**src/rtl/core/pwmc_pkg.sv**
```systemverilog
`timescale 1ns / 1ps

package pwmc_pkg;

   // register file
   localparam int CFG_BITS = 16;
   localparam int CSR_IDX_BITS = 2;
   localparam int TIMER_BITS_DEF = 16;

   localparam logic [CSR_IDX_BITS-1:0] CSR_DEBOUNCE = 2'd0;
   localparam logic [CSR_IDX_BITS-1:0] CSR_DECIDE   = 2'd1;
   localparam logic [CSR_IDX_BITS-1:0] CSR_PAUSE    = 2'd2;
   localparam logic [CSR_IDX_BITS-1:0] CSR_RUN      = 2'd3;

   localparam logic [CFG_BITS-1:0] RST_DEBOUNCE = 16'd50;
   localparam logic [CFG_BITS-1:0] RST_DECIDE   = 16'd1000;
   localparam logic [CFG_BITS-1:0] RST_PAUSE    = 16'd200;
   localparam logic [CFG_BITS-1:0] RST_RUN      = 16'd500;

   // button slots, also the owner code
   localparam logic [1:0] BTN_DRV_UP   = 2'd0;
   localparam logic [1:0] BTN_DRV_DOWN = 2'd1;
   localparam logic [1:0] BTN_PAS_UP   = 2'd2;
   localparam logic [1:0] BTN_PAS_DOWN = 2'd3;

   // phase codes seen on the result
   localparam logic [2:0] PH_IDLE     = 3'd0;
   localparam logic [2:0] PH_DEBOUNCE = 3'd1;
   localparam logic [2:0] PH_DECIDE   = 3'd2;
   localparam logic [2:0] PH_AUTO     = 3'd3;
   localparam logic [2:0] PH_MANUAL   = 3'd4;
   localparam logic [2:0] PH_PAUSE    = 3'd5;
   localparam logic [2:0] PH_REVERSE  = 3'd6;

   typedef enum logic [6:0] {
      MODE_IDLE     = 7'b0000001,
      MODE_DEBOUNCE = 7'b0000010,
      MODE_DECIDE   = 7'b0000100,
      MODE_AUTO     = 7'b0001000,
      MODE_MANUAL   = 7'b0010000,
      MODE_PAUSE    = 7'b0100000,
      MODE_REVERSE  = 7'b1000000
   } mode_type;

   function automatic logic [2:0] mode_phase(input mode_type m);
      logic [2:0] p;
      begin
         case (m)
            MODE_IDLE:     p = PH_IDLE;
            MODE_DEBOUNCE: p = PH_DEBOUNCE;
            MODE_DECIDE:   p = PH_DECIDE;
            MODE_AUTO:     p = PH_AUTO;
            MODE_MANUAL:   p = PH_MANUAL;
            MODE_PAUSE:    p = PH_PAUSE;
            MODE_REVERSE:  p = PH_REVERSE;
            default:       p = PH_IDLE;
         endcase
         return p;
      end
   endfunction

endpackage

```
**src/rtl/core/power_window_motor_controller.sv**
```systemverilog
`timescale 1ns / 1ps
// a result is written to the output register, or to the skid entry while rsp is stalled
// throughput: one request per cycle while req_stall is low; the state update is
// a single pass of logic between the request port and the result register
// output register plus skid: one more request is taken while rsp is stalled, then req_stall
// reset (synchronous, active high): idle, no obstacle pending, timers at their defaults

module power_window_motor_controller
   import pwmc_pkg::*;
#(
   parameter int TIMER_BITS = TIMER_BITS_DEF
) (
   input  logic                    clock,
   input  logic                    reset,
   // configuration
   input  logic                    csr_write,
   input  logic [CSR_IDX_BITS-1:0] csr_index,
   input  logic [CFG_BITS-1:0]     csr_data,
   // request channel
   input  logic                    req_valid,
   output logic                    req_stall,
   input  logic                    req_drv_up,
   input  logic                    req_drv_down,
   input  logic                    req_pas_up,
   input  logic                    req_pas_down,
   input  logic                    req_lock_on,
   input  logic                    req_top_reached,
   input  logic                    req_bottom_reached,
   input  logic                    req_obstacle_event,
   // result channel
   output logic                    rsp_valid,
   input  logic                    rsp_stall,
   output logic                    rsp_motor_up,
   output logic                    rsp_motor_down,
   output logic [2:0]              rsp_phase
);

   // compare width wide enough for both the register and the timer, plus carry
   localparam int CW = ((TIMER_BITS > CFG_BITS) ? TIMER_BITS : CFG_BITS) + 1;
   localparam logic [CW-1:0] TIMER_MAX = CW'({TIMER_BITS{1'b1}});

   // timer registers
   logic [CFG_BITS-1:0] debounce_ff, decide_ff, pause_ff, run_ff;

   // controller state
   mode_type              mode_ff, mode_in;
   logic                  going_up_ff, going_up_in;
   logic [1:0]            owner_ff, owner_in;
   logic [TIMER_BITS-1:0] timer_ff, timer_in;
   logic                  pending_ff, pending_in;

   // result buffer
   logic       rsp_valid_ff, rsp_valid_in;
   logic       rsp_up_ff, rsp_up_in;
   logic       rsp_down_ff, rsp_down_in;
   logic [2:0] rsp_phase_ff, rsp_phase_in;
   logic       skid_valid_ff, skid_valid_in;
   logic       skid_up_ff, skid_up_in;
   logic       skid_down_ff, skid_down_in;
   logic [2:0] skid_phase_ff, skid_phase_in;

   // combinational step
   logic       req_take, rsp_take;
   logic [3:0] btn;
   logic       btn_any, sel_up, lim, opp, held;
   logic [1:0] sel_idx;
   logic [CW-1:0]         timer_plus;
   logic [TIMER_BITS-1:0] timer_next;
   logic       deb_done, dec_done, pause_done, run_done;
   logic       run_mode, new_up, new_down;
   logic [2:0] new_phase;

   // a wait of n ticks is over once the advanced count reaches n (capped to the timer range);
   // n = 0 behaves as one tick
   function automatic logic wait_over(input logic [CW-1:0] t, input logic [CFG_BITS-1:0] n);
      logic [CW-1:0] lim_v;
      begin
         lim_v = (CW'(n) > TIMER_MAX) ? TIMER_MAX : CW'(n);
         return (t >= lim_v);
      end
   endfunction

   // request side stalls only while the skid entry is occupied
   assign req_stall = skid_valid_ff;
   assign req_take  = req_valid && !skid_valid_ff;
   assign rsp_take  = rsp_valid_ff && !rsp_stall;

   // passenger buttons are masked by the lockout
   assign btn[BTN_DRV_UP]   = req_drv_up;
   assign btn[BTN_DRV_DOWN] = req_drv_down;
   assign btn[BTN_PAS_UP]   = req_pas_up && !req_lock_on;
   assign btn[BTN_PAS_DOWN] = req_pas_down && !req_lock_on;
   assign btn_any = |btn;

   assign lim  = going_up_ff ? req_top_reached : req_bottom_reached;
   assign opp  = going_up_ff ? (btn[BTN_DRV_DOWN] || btn[BTN_PAS_DOWN])
                             : (btn[BTN_DRV_UP] || btn[BTN_PAS_UP]);
   assign held = btn[owner_ff];

   // fixed priority: driver up, driver down, passenger up, passenger down
   always_comb begin
      if (btn[BTN_DRV_UP]) begin
         sel_idx = BTN_DRV_UP;
      end else if (btn[BTN_DRV_DOWN]) begin
         sel_idx = BTN_DRV_DOWN;
      end else if (btn[BTN_PAS_UP]) begin
         sel_idx = BTN_PAS_UP;
      end else begin
         sel_idx = BTN_PAS_DOWN;
      end
   end
   // even slots are the up buttons
   assign sel_up = !sel_idx[0];

   // one shared running timer; each wait compares it against its own limit
   assign timer_plus = CW'(timer_ff) + CW'(1);
   assign timer_next = timer_plus[TIMER_BITS-1:0];
   assign deb_done   = wait_over(timer_plus, debounce_ff);
   assign dec_done   = wait_over(timer_plus, decide_ff);
   assign pause_done = wait_over(timer_plus, pause_ff);
   assign run_done   = wait_over(timer_plus, run_ff);

   // mode update for one tick
   always_comb begin
      mode_in     = mode_ff;
      going_up_in = going_up_ff;
      owner_in    = owner_ff;
      timer_in    = timer_ff;
      // an obstacle stays pending until an up request or upward travel consumes it
      pending_in  = pending_ff || req_obstacle_event;
      case (mode_ff)
         MODE_IDLE: begin
            if (btn_any) begin
               if (sel_up && pending_in) begin
                  // pending obstacle cancels the up request
                  pending_in = 1'b0;
               end else if (!(sel_up ? req_top_reached : req_bottom_reached)) begin
                  going_up_in = sel_up;
                  owner_in    = sel_idx;
                  mode_in     = MODE_DEBOUNCE;
                  timer_in    = '0;
               end
            end
         end
         MODE_DEBOUNCE: begin
            if (lim) begin
               mode_in  = MODE_IDLE;
               timer_in = '0;
            end else if (going_up_ff && pending_in) begin
               pending_in = 1'b0;
               mode_in    = MODE_IDLE;
               timer_in   = '0;
            end else if (deb_done) begin
               mode_in  = MODE_DECIDE;
               timer_in = '0;
            end else begin
               timer_in = timer_next;
            end
         end
         MODE_DECIDE: begin
            if (lim) begin
               mode_in  = MODE_IDLE;
               timer_in = '0;
            end else if (going_up_ff && pending_in) begin
               pending_in = 1'b0;
               mode_in    = MODE_PAUSE;
               timer_in   = '0;
            end else if (dec_done) begin
               // still held at the decision point means manual travel
               mode_in  = held ? MODE_MANUAL : MODE_AUTO;
               timer_in = '0;
            end else begin
               timer_in = timer_next;
            end
         end
         MODE_AUTO: begin
            if (lim) begin
               mode_in  = MODE_IDLE;
               timer_in = '0;
            end else if (going_up_ff && pending_in) begin
               pending_in = 1'b0;
               mode_in    = MODE_PAUSE;
               timer_in   = '0;
            end else if (opp) begin
               mode_in  = MODE_IDLE;
               timer_in = '0;
            end
         end
         MODE_MANUAL: begin
            if (!held || lim) begin
               mode_in  = MODE_IDLE;
               timer_in = '0;
            end else if (going_up_ff && pending_in) begin
               pending_in = 1'b0;
               mode_in    = MODE_PAUSE;
               timer_in   = '0;
            end
         end
         MODE_PAUSE: begin
            if (pause_done) begin
               mode_in  = MODE_REVERSE;
               timer_in = '0;
            end else begin
               timer_in = timer_next;
            end
         end
         MODE_REVERSE: begin
            // bottom limit ends the reversal early
            if (req_bottom_reached || run_done) begin
               mode_in  = MODE_IDLE;
               timer_in = '0;
            end else begin
               timer_in = timer_next;
            end
         end
         default: begin
            mode_in  = MODE_IDLE;
            timer_in = '0;
         end
      endcase
   end

   // motor drive follows the mode after the update
   assign run_mode  = (mode_in == MODE_DECIDE) || (mode_in == MODE_AUTO) ||
                      (mode_in == MODE_MANUAL);
   assign new_up    = run_mode && going_up_in;
   assign new_down  = (run_mode && !going_up_in) || (mode_in == MODE_REVERSE);
   assign new_phase = mode_phase(mode_in);

   // result buffer: skid drains into the output register first
   always_comb begin
      rsp_valid_in  = rsp_valid_ff;
      rsp_up_in     = rsp_up_ff;
      rsp_down_in   = rsp_down_ff;
      rsp_phase_in  = rsp_phase_ff;
      skid_valid_in = skid_valid_ff;
      skid_up_in    = skid_up_ff;
      skid_down_in  = skid_down_ff;
      skid_phase_in = skid_phase_ff;
      if (skid_valid_ff) begin
         if (rsp_take) begin
            rsp_up_in     = skid_up_ff;
            rsp_down_in   = skid_down_ff;
            rsp_phase_in  = skid_phase_ff;
            skid_valid_in = 1'b0;
         end
      end else if (req_take) begin
         if (!rsp_valid_ff || rsp_take) begin
            rsp_valid_in = 1'b1;
            rsp_up_in    = new_up;
            rsp_down_in  = new_down;
            rsp_phase_in = new_phase;
         end else begin
            skid_valid_in = 1'b1;
            skid_up_in    = new_up;
            skid_down_in  = new_down;
            skid_phase_in = new_phase;
         end
      end else if (rsp_take) begin
         rsp_valid_in = 1'b0;
      end
   end

   // configuration writes
   always_ff @(posedge clock) begin
      if (reset) begin
         debounce_ff <= RST_DEBOUNCE;
         decide_ff   <= RST_DECIDE;
         pause_ff    <= RST_PAUSE;
         run_ff      <= RST_RUN;
      end else if (csr_write) begin
         case (csr_index)
            CSR_DEBOUNCE: debounce_ff <= csr_data;
            CSR_DECIDE:   decide_ff   <= csr_data;
            CSR_PAUSE:    pause_ff    <= csr_data;
            CSR_RUN:      run_ff      <= csr_data;
            default:      debounce_ff <= debounce_ff;
         endcase
      end
   end

   // controller state advances once per accepted request
   always_ff @(posedge clock) begin
      if (reset) begin
         mode_ff     <= MODE_IDLE;
         going_up_ff <= 1'b0;
         owner_ff    <= BTN_DRV_UP;
         timer_ff    <= '0;
         pending_ff  <= 1'b0;
      end else if (req_take) begin
         mode_ff     <= mode_in;
         going_up_ff <= going_up_in;
         owner_ff    <= owner_in;
         timer_ff    <= timer_in;
         pending_ff  <= pending_in;
      end
   end

   // result valid flags
   always_ff @(posedge clock) begin
      if (reset) begin
         rsp_valid_ff  <= 1'b0;
         skid_valid_ff <= 1'b0;
      end else begin
         rsp_valid_ff  <= rsp_valid_in;
         skid_valid_ff <= skid_valid_in;
      end
   end

   // result payload
   always_ff @(posedge clock) begin
      rsp_up_ff     <= rsp_up_in;
      rsp_down_ff   <= rsp_down_in;
      rsp_phase_ff  <= rsp_phase_in;
      skid_up_ff    <= skid_up_in;
      skid_down_ff  <= skid_down_in;
      skid_phase_ff <= skid_phase_in;
   end

   assign rsp_valid      = rsp_valid_ff;
   assign rsp_motor_up   = rsp_up_ff;
   assign rsp_motor_down = rsp_down_ff;
   assign rsp_phase      = rsp_phase_ff;

   // the motor is never driven both ways
   a_motor_exclusive: assert property (@(posedge clock) disable iff (reset)
      rsp_valid_ff |-> !(rsp_up_ff && rsp_down_ff))
      else $error("motor driven up and down at once");

   // the skid entry is only filled behind a held output register
   a_skid_behind_out: assert property (@(posedge clock) disable iff (reset)
      skid_valid_ff |-> rsp_valid_ff)
      else $error("skid entry valid with empty output register");

   // upward travel always consumes a pending obstacle
   a_up_clears_pending: assert property (@(posedge clock) disable iff (reset)
      (going_up_ff && (mode_ff == MODE_DEBOUNCE || mode_ff == MODE_DECIDE ||
                       mode_ff == MODE_AUTO || mode_ff == MODE_MANUAL)) |-> !pending_ff)
      else $error("obstacle pending during upward travel");

endmodule
```
**config.mk**
```make
export PLATFORM = sky130hd
export DESIGN_NAME = power_window_motor_controller
export DESIGN_NICKNAME = d
export VERILOG_FILES = /design/src/rtl/core/pwmc_pkg.sv /design/src/rtl/core/power_window_motor_controller.sv
export SDC_FILE = /design/constraint.sdc
export NUM_CORES = 1
export LEC_CHECK = 0
export ABC_CLOCK_PERIOD_IN_PS = 5200
export CORE_MARGIN = 2
export CORE_UTILIZATION = 44
export DETAILED_ROUTE_END_ITERATION = 10
export DONT_BUFFER_PORTS = 1
export HOLD_SLACK_MARGIN = 0.15
export PLACE_DENSITY = 0.57
export SLEW_MARGIN = 20
export SYNTH_ARGS = -nofsm -noshare
export SYNTH_HDL_FRONTEND = slang
export SYNTH_SLANG_ARGS = --single-unit
```
**constraint.sdc**
```tcl
create_clock -name clock -period 5.2 [get_ports clock]
set_input_delay 0.78 -clock clock [delete_from_list [all_inputs] [get_ports clock]]
set_output_delay 0.78 -clock clock [all_outputs]
set_load 0.1 [all_outputs]
```
# After elaboration in Yosys (flattened, before gate mapping)
# Cells that the tools add are included.
[classes]
add_sub_neg = 1
magnitude_cmp = 5
n_eq_ne = 23
muxes = 73
n_bitwise = 4
reduce_logical = 39
[ops]
columns = ["op", "count"]
rows = [
  ["$mux W16", 16],
  ["$mux W7", 16],
  ["$pmux W16 S7", 1],
  ["$ge A17 B16 Y1", 4],
  ["$pmux W7 S7", 1],
  ["$mux W1", 29],
  ["$pmux W3 S6", 1],
  ["$add A16 B1 Y17 const B", 1],
  ["$eq A7 B2 Y1 const B", 2],
  ["$eq A7 B3 Y1 const B", 2],
  ["$eq A7 B4 Y1 const B", 2],
  ["$eq A7 B5 Y1 const B", 2],
  ["$eq A7 B6 Y1 const B", 2],
  ["$eq A7 B7 Y1 const B", 2],
  ["$mux W3", 4],
  ["$logic_or A1 B1 Y1", 9],
  ["$reduce_and A3 Y1", 3],
  ["$logic_and A1 B1 Y1", 8],
  ["$reduce_and A2 Y1", 4],
  ["$eq A7 B1 Y1 const B", 1],
  ["$logic_not A1 Y1", 7],
  ["$ne A2 B2 Y1 const B", 3],
  ["$reduce_and A6 Y1", 1],
  ["$reduce_bool A2 Y1", 3],
  ["other kinds (15)", 21],
]
[totals]
regBits = 103
in_bits = 31
out_inout_bits = 7
wordCells = 162

# Depth between registers and ports, before layout
[depth]
ltp_word = 18
ltp_mapped = 19
depth_no_buf = 15

# Worst setup path before layout
# Ideal clock, no wire load.
[synth_path]
path_type = "register -> register"
start = "reg timer_ff[2]"
end = "reg rsp_phase_ff[2] (netlist: rsp_phase[2]), data pin"
setup_ns = 0.256
t_arrival_ns = 3.952
required_ns = 4.944
path_slack_ns = 0.992
path_stages_with_launch = 19
path_buffers = 3
period_less_slack_ns = 4.208
path_cell_list = "dfxtp_1 -> buf_6 -> and3_1 -> and3_1 -> buf_2 -> nand3_1 -> or2_2 -> clkbuf_1 -> nor2_1 -> xor2_1 -> ha_1 -> o21a_1 -> o21ai_0 -> a311oi_1 -> or4_1 -> or3_4 -> a41oi_4 -> a211oi_4 -> a22o_1"
[synth_via]
elab_chain_cells = 11
elab_cells_between_ends = 25
cone_classes = "1 x add/sub; 4 x order compare; 6 x eq/ne; 13 x mux; 1 x reduce/logical"
[synth_lines]
columns = ["element", "line", "source"]
rows = [
  ["start, declared", "power_window_motor_controller.sv:49", "logic [TIMER_BITS-1:0] timer_ff, timer_in;"],
  ["start signal, assigned", "power_window_motor_controller.sv:294", "timer_ff <= timer_in;"],
  ["$add A16 B1 Y17 (*)", "power_window_motor_controller.sv:116", "assign timer_plus = CW'(timer_ff) + CW'(1);"],
  ["$ge A17 B16 Y1", "power_window_motor_controller.sv:79", "return (t >= lim_v);"],
  ["$mux W7 (on tied branches)", "power_window_motor_controller.sv:168, power_window_motor_controller.sv:153", ""],
  ["$mux W7 (on tied branches)", "power_window_motor_controller.sv:164, power_window_motor_controller.sv:149", ""],
  ["$mux W7 (on tied branches)", "power_window_motor_controller.sv:161, power_window_motor_controller.sv:146", ""],
  ["$pmux W7 S7 (*)", "power_window_motor_controller.sv:131", "case (mode_ff)"],
  ["$eq A7 B7 Y1, or another cell as far along", "pwmc_pkg.sv:48", "case (m)"],
  ["$pmux W3 S6 (*)", "pwmc_pkg.sv:48", ""],
  ["$mux W3 (*)", "power_window_motor_controller.sv:248", "if (!rsp_valid_ff || rsp_take) begin"],
  ["$mux W3 (*)", "power_window_motor_controller.sv:247", "end else if (req_take) begin"],
  ["$mux W3 (*)", "power_window_motor_controller.sv:240", "if (skid_valid_ff) begin"],
  ["net rsp_phase_in[2]", "power_window_motor_controller.sv:56", "logic [2:0] rsp_phase_ff, rsp_phase_in;"],
  ["end signal, assigned", "power_window_motor_controller.sv:314", "rsp_phase_ff <= rsp_phase_in;"],
  ["end, declared", "power_window_motor_controller.sv:56", ""],
]
# Mark *: on every way through the listed nets, which the timed path passes. The rest lies on a longest branch. The select of a mux whose other input is x is not followed.
# A chain may end at the register's enable or synchronous reset.

# Worst setup path in the final report
# Ends and elaborated chain as after synthesis.

==> impl_metrics.tcl <==
set metrics [dict create \
    wl_per_cell_um 17.5 \
    place.gp.congestion 0.879 \
    synth.largest_area_cell "dfxtp_1" \
    rsz0062_at_grt "no" \
    critPathSlowestCell "or4_1" \
    syn_avg_cell_area_um2 7.87 \
    htreeDepth 3 \
    initial_core_util 0.450 \
    r2r-end "rsp_phase[2]" \
    syn_area_um2 6550 \
    fillerInstances 1418 \
    synth_seq_area_share 0.330 \
    clock-sinks 103 \
    required_ns 5.32 \
    hold_buffers 0 \
    dp.cells 979 \
    die_area_um2 15900 \
    synth_common_cells "nand2_1 (142), dfxtp_1 (93), a21oi_1 (88)" \
    layout_min_cycle_time_ns 4.76 \
    drive_above_1_share 0.0678 \
    diodes 0 \
    finalPower_mw 1.77 \
    clk_pin_slew_ns 0.07 \
    numCtsBuffers 9 \
    r2r_cells 15 \
    portBuffers 0 \
    p_leak_nw 2.84 \
    ys_types 74 \
    cts_buffer_depth 2 \
    root_buffer "clkbuf_16" \
    synth_top_cell_area_share 0.284 \
    critPathMaxStageDelay_ns 0.53 \
    reg2reg_slack_ns 0.44 \
    post-route-cell-area_um2 6910 \
    holdPathStages 2 \
    row_count 44 \
    min_to "pause_ff[1]" \
    cts_setup_buffers 0 \
    dp_hpwl_mm 12.7 \
    cts-resized-gates 0 \
    cp_max_fo 9 \
    antenna_left 0 \
    fp.dieW_um 126 \
    crit_path_end_kind "flip-flop" \
    synthTopCellsByArea "dfxtp_1 (28%), ha_1 (12%), nand2_1 (8.1%)" \
    hp-class "flip-flop to flip-flop" \
    seqCellArea_um2 2160 \
    coreArea_um2 14500 \
    wirelength_mm 17.4 \
    min_period_over_period 0.916 \
    num_vias 5705 \
    reg2reg_from "timer_ff[2]" \
    grt_pass1_vias 5435 \
    syn_nets 928 \
    setup_viol 0 \
    max_cap_viol_count 0 \
    antenna_found_initial 0 \
    fin_nets 902 \
    syn2layout_area_growth_pct 5.56 \
    cts_tree "yes" \
    start_kind "flip-flop" \
    multiInputGateArea_um2 3900 \
    tightest_slew_ns 1.07 \
    peakVddDrop_mv 0.145 \
    maxSlewViolCount 0 \
    synth_edf_count 10 \
    vias_per_cell 5.73 \
    synth_ff_type "dfxtp_1" \
    status "complete, no violations" \
    crit_type "flip-flop to flip-flop" \
    tns_ns 0 \
    grt_max_degree 77 \
    path_cells "and3_1 > and3_1 > nand3_1 > or2_2 > nor2_1 > xor2_1 > ha_1 > o21a_1 > o21ai_0 > a311oi_1 > or4_1 > or3_4 > a41oi_4 > a211oi_4 > a22o_1" \
    cpMostUsedCell "and3_1" \
    synth_seq_cells 103 \
    drc 0 \
    pwr_density_cell_nw_per_um2 257 \
    hold_violations 0 \
    clk_latency_ns 0.36 \
    synthCells 832 \
    io_pins 38 \
    drtIter0Drc 365 \
    grt.total_usage 0.220 \
    critical-path-top-delay-family "simple AND/OR/NAND/NOR gates" \
    slew_headroom 0.285 \
    grt-ovfl-total 0 \
    yosys_warnings 0 \
    grt_pass1_wl_mm 28.0 \
    arrival_ns 4.88 \
    layout.cells.non_filler 995 \
    synthArstFlopShare 0 \
    yosysMostFrequentCell "nand2_1" \
    hp-start "pause_ff[1]" \
    fin_skew_ns 0.00616 \
    drt_first_pass_iters 5 \
    placed_cell_area_um2 6600 \
    die_h_um 126 \
    max_freq_mhz 210 \
    crit_buf_inv 0 \
]
-- placed cells by master (no fill, tap or decap), drive strengths merged, types with 3 or more instances in the layout --
master and count:
a211oi 12, a21oi 93, a31oi 5, and3 10
buf 7, clkbuf 12, dfxtp 93, edfxtp 10
ha 65, inv 70, mux2i 3, nand2 142
nand2b 6, nand3 29, nand4 16, nand4b 3
nor2 61, nor2b 10, nor3 17, nor3b 7
nor4 4, o211ai 21, o21a 4, o21ai 38
o221ai 5, or2 6, or3 6, or3b 3
xnor2 10, xor2 7
-- area by class of cell --
class                      count  share of cell area
timing repair buffer           7             0.00760
clock inverter                 4             0.00760
sequential                   103               0.313
clock buffer                  12              0.0371
inverter                      68              0.0369
tap                          184              0.0333
multi-input combinational    617               0.565
-- kinds of logic (layout without fill, tap and decap cells) --
family | count (synthesis) | after routing | share of synthesized area
multiplexers | 4 | 4 | 0.00631
buffers and inverters | 112 | 91 | 0.0749
AO/OA/AOI/OAI | 202 | 202 | 0.199
flip-flops | 103 | 103 | 0.330
AND/OR/NAND/NOR | 329 | 329 | 0.242
XOR/XNOR | 17 | 17 | 0.0227
adder cells (fa/ha/maj) | 65 | 65 | 0.124
-- worst register-to-register path: stages (launching register included) --
cell and delay (ns):
dfxtp_1 0.48, and3_1 0.23, and3_1 0.27, nand3_1 0.18, or2_2 0.39, nor2_1 0.16
xor2_1 0.43, ha_1 0.34, o21a_1 0.18, o21ai_0 0.25, a311oi_1 0.08, or4_1 0.53
or3_4 0.44, a41oi_4 0.24, a211oi_4 0.10, a22o_1 0.21
-- sequential cells by signal (all words and copies together) (netlist names), 2 cells and up --
register,count
skid_phase_ff,3
mode_ff,7
debounce_ff,16
timer_ff,16
decide_ff,16
owner_ff,2
rsp_phase,3
run_ff,16
pause_ff,16
-- power by group --
part           switching [mW]  internal [mW]  leakage, nW
Clock                   0.312          0.402        0.150
Combinational           0.110         0.0641         1.84
Sequential             0.0554          0.831        0.856
Total                   0.477           1.30         2.84
-- per-layer routing --
| layer | share of wire | GRT usage | wire (um) |
|---|---|---|---|
| met1 | 0.46 | 0.295 | 8050 |
| met2 | 0.47 | 0.357 | 8120 |
| met3 | 0.049 | 0.0455 | 847 |
| met4 | 0.021 | 0.0705 | 362 |
| met5 | 0 | 0 | 0 |
-- how the worst max path moves through the flow --
stage          cells past startpoint            to   startpoint  slack [ns]
2_1_floorplan                     18  rsp_phase[2]  timer_ff[2]        0.99
3_3_place_gp                      15  rsp_phase[2]  timer_ff[2]        0.67
3_5_place_dp                      15  rsp_phase[2]  timer_ff[2]        0.49
4_1_cts                           15  rsp_phase[2]  timer_ff[2]        0.46
5_1_grt                           15   timer_ff[0]  timer_ff[2]        0.10
6_report                          15  rsp_phase[2]  timer_ff[2]        0.44
-- metrics by stage --
| stage | worst slack (ns) | utilization | hold slack [ns] |
|---|---|---|---|
| finish | 0.437 | 0.475 | 0.453 |
| global route | 0.103 | 0.475 | 0.470 |
| CTS | 0.465 | 0.475 | 0.451 |
| detailed placement | 0.491 | 0.454 | 0.442 |
| global placement | 0.672 | 0.454 | 0.440 |
| floorplan | 0.992 | - | 0.436 |
Power figures use the tool's default switching activity.
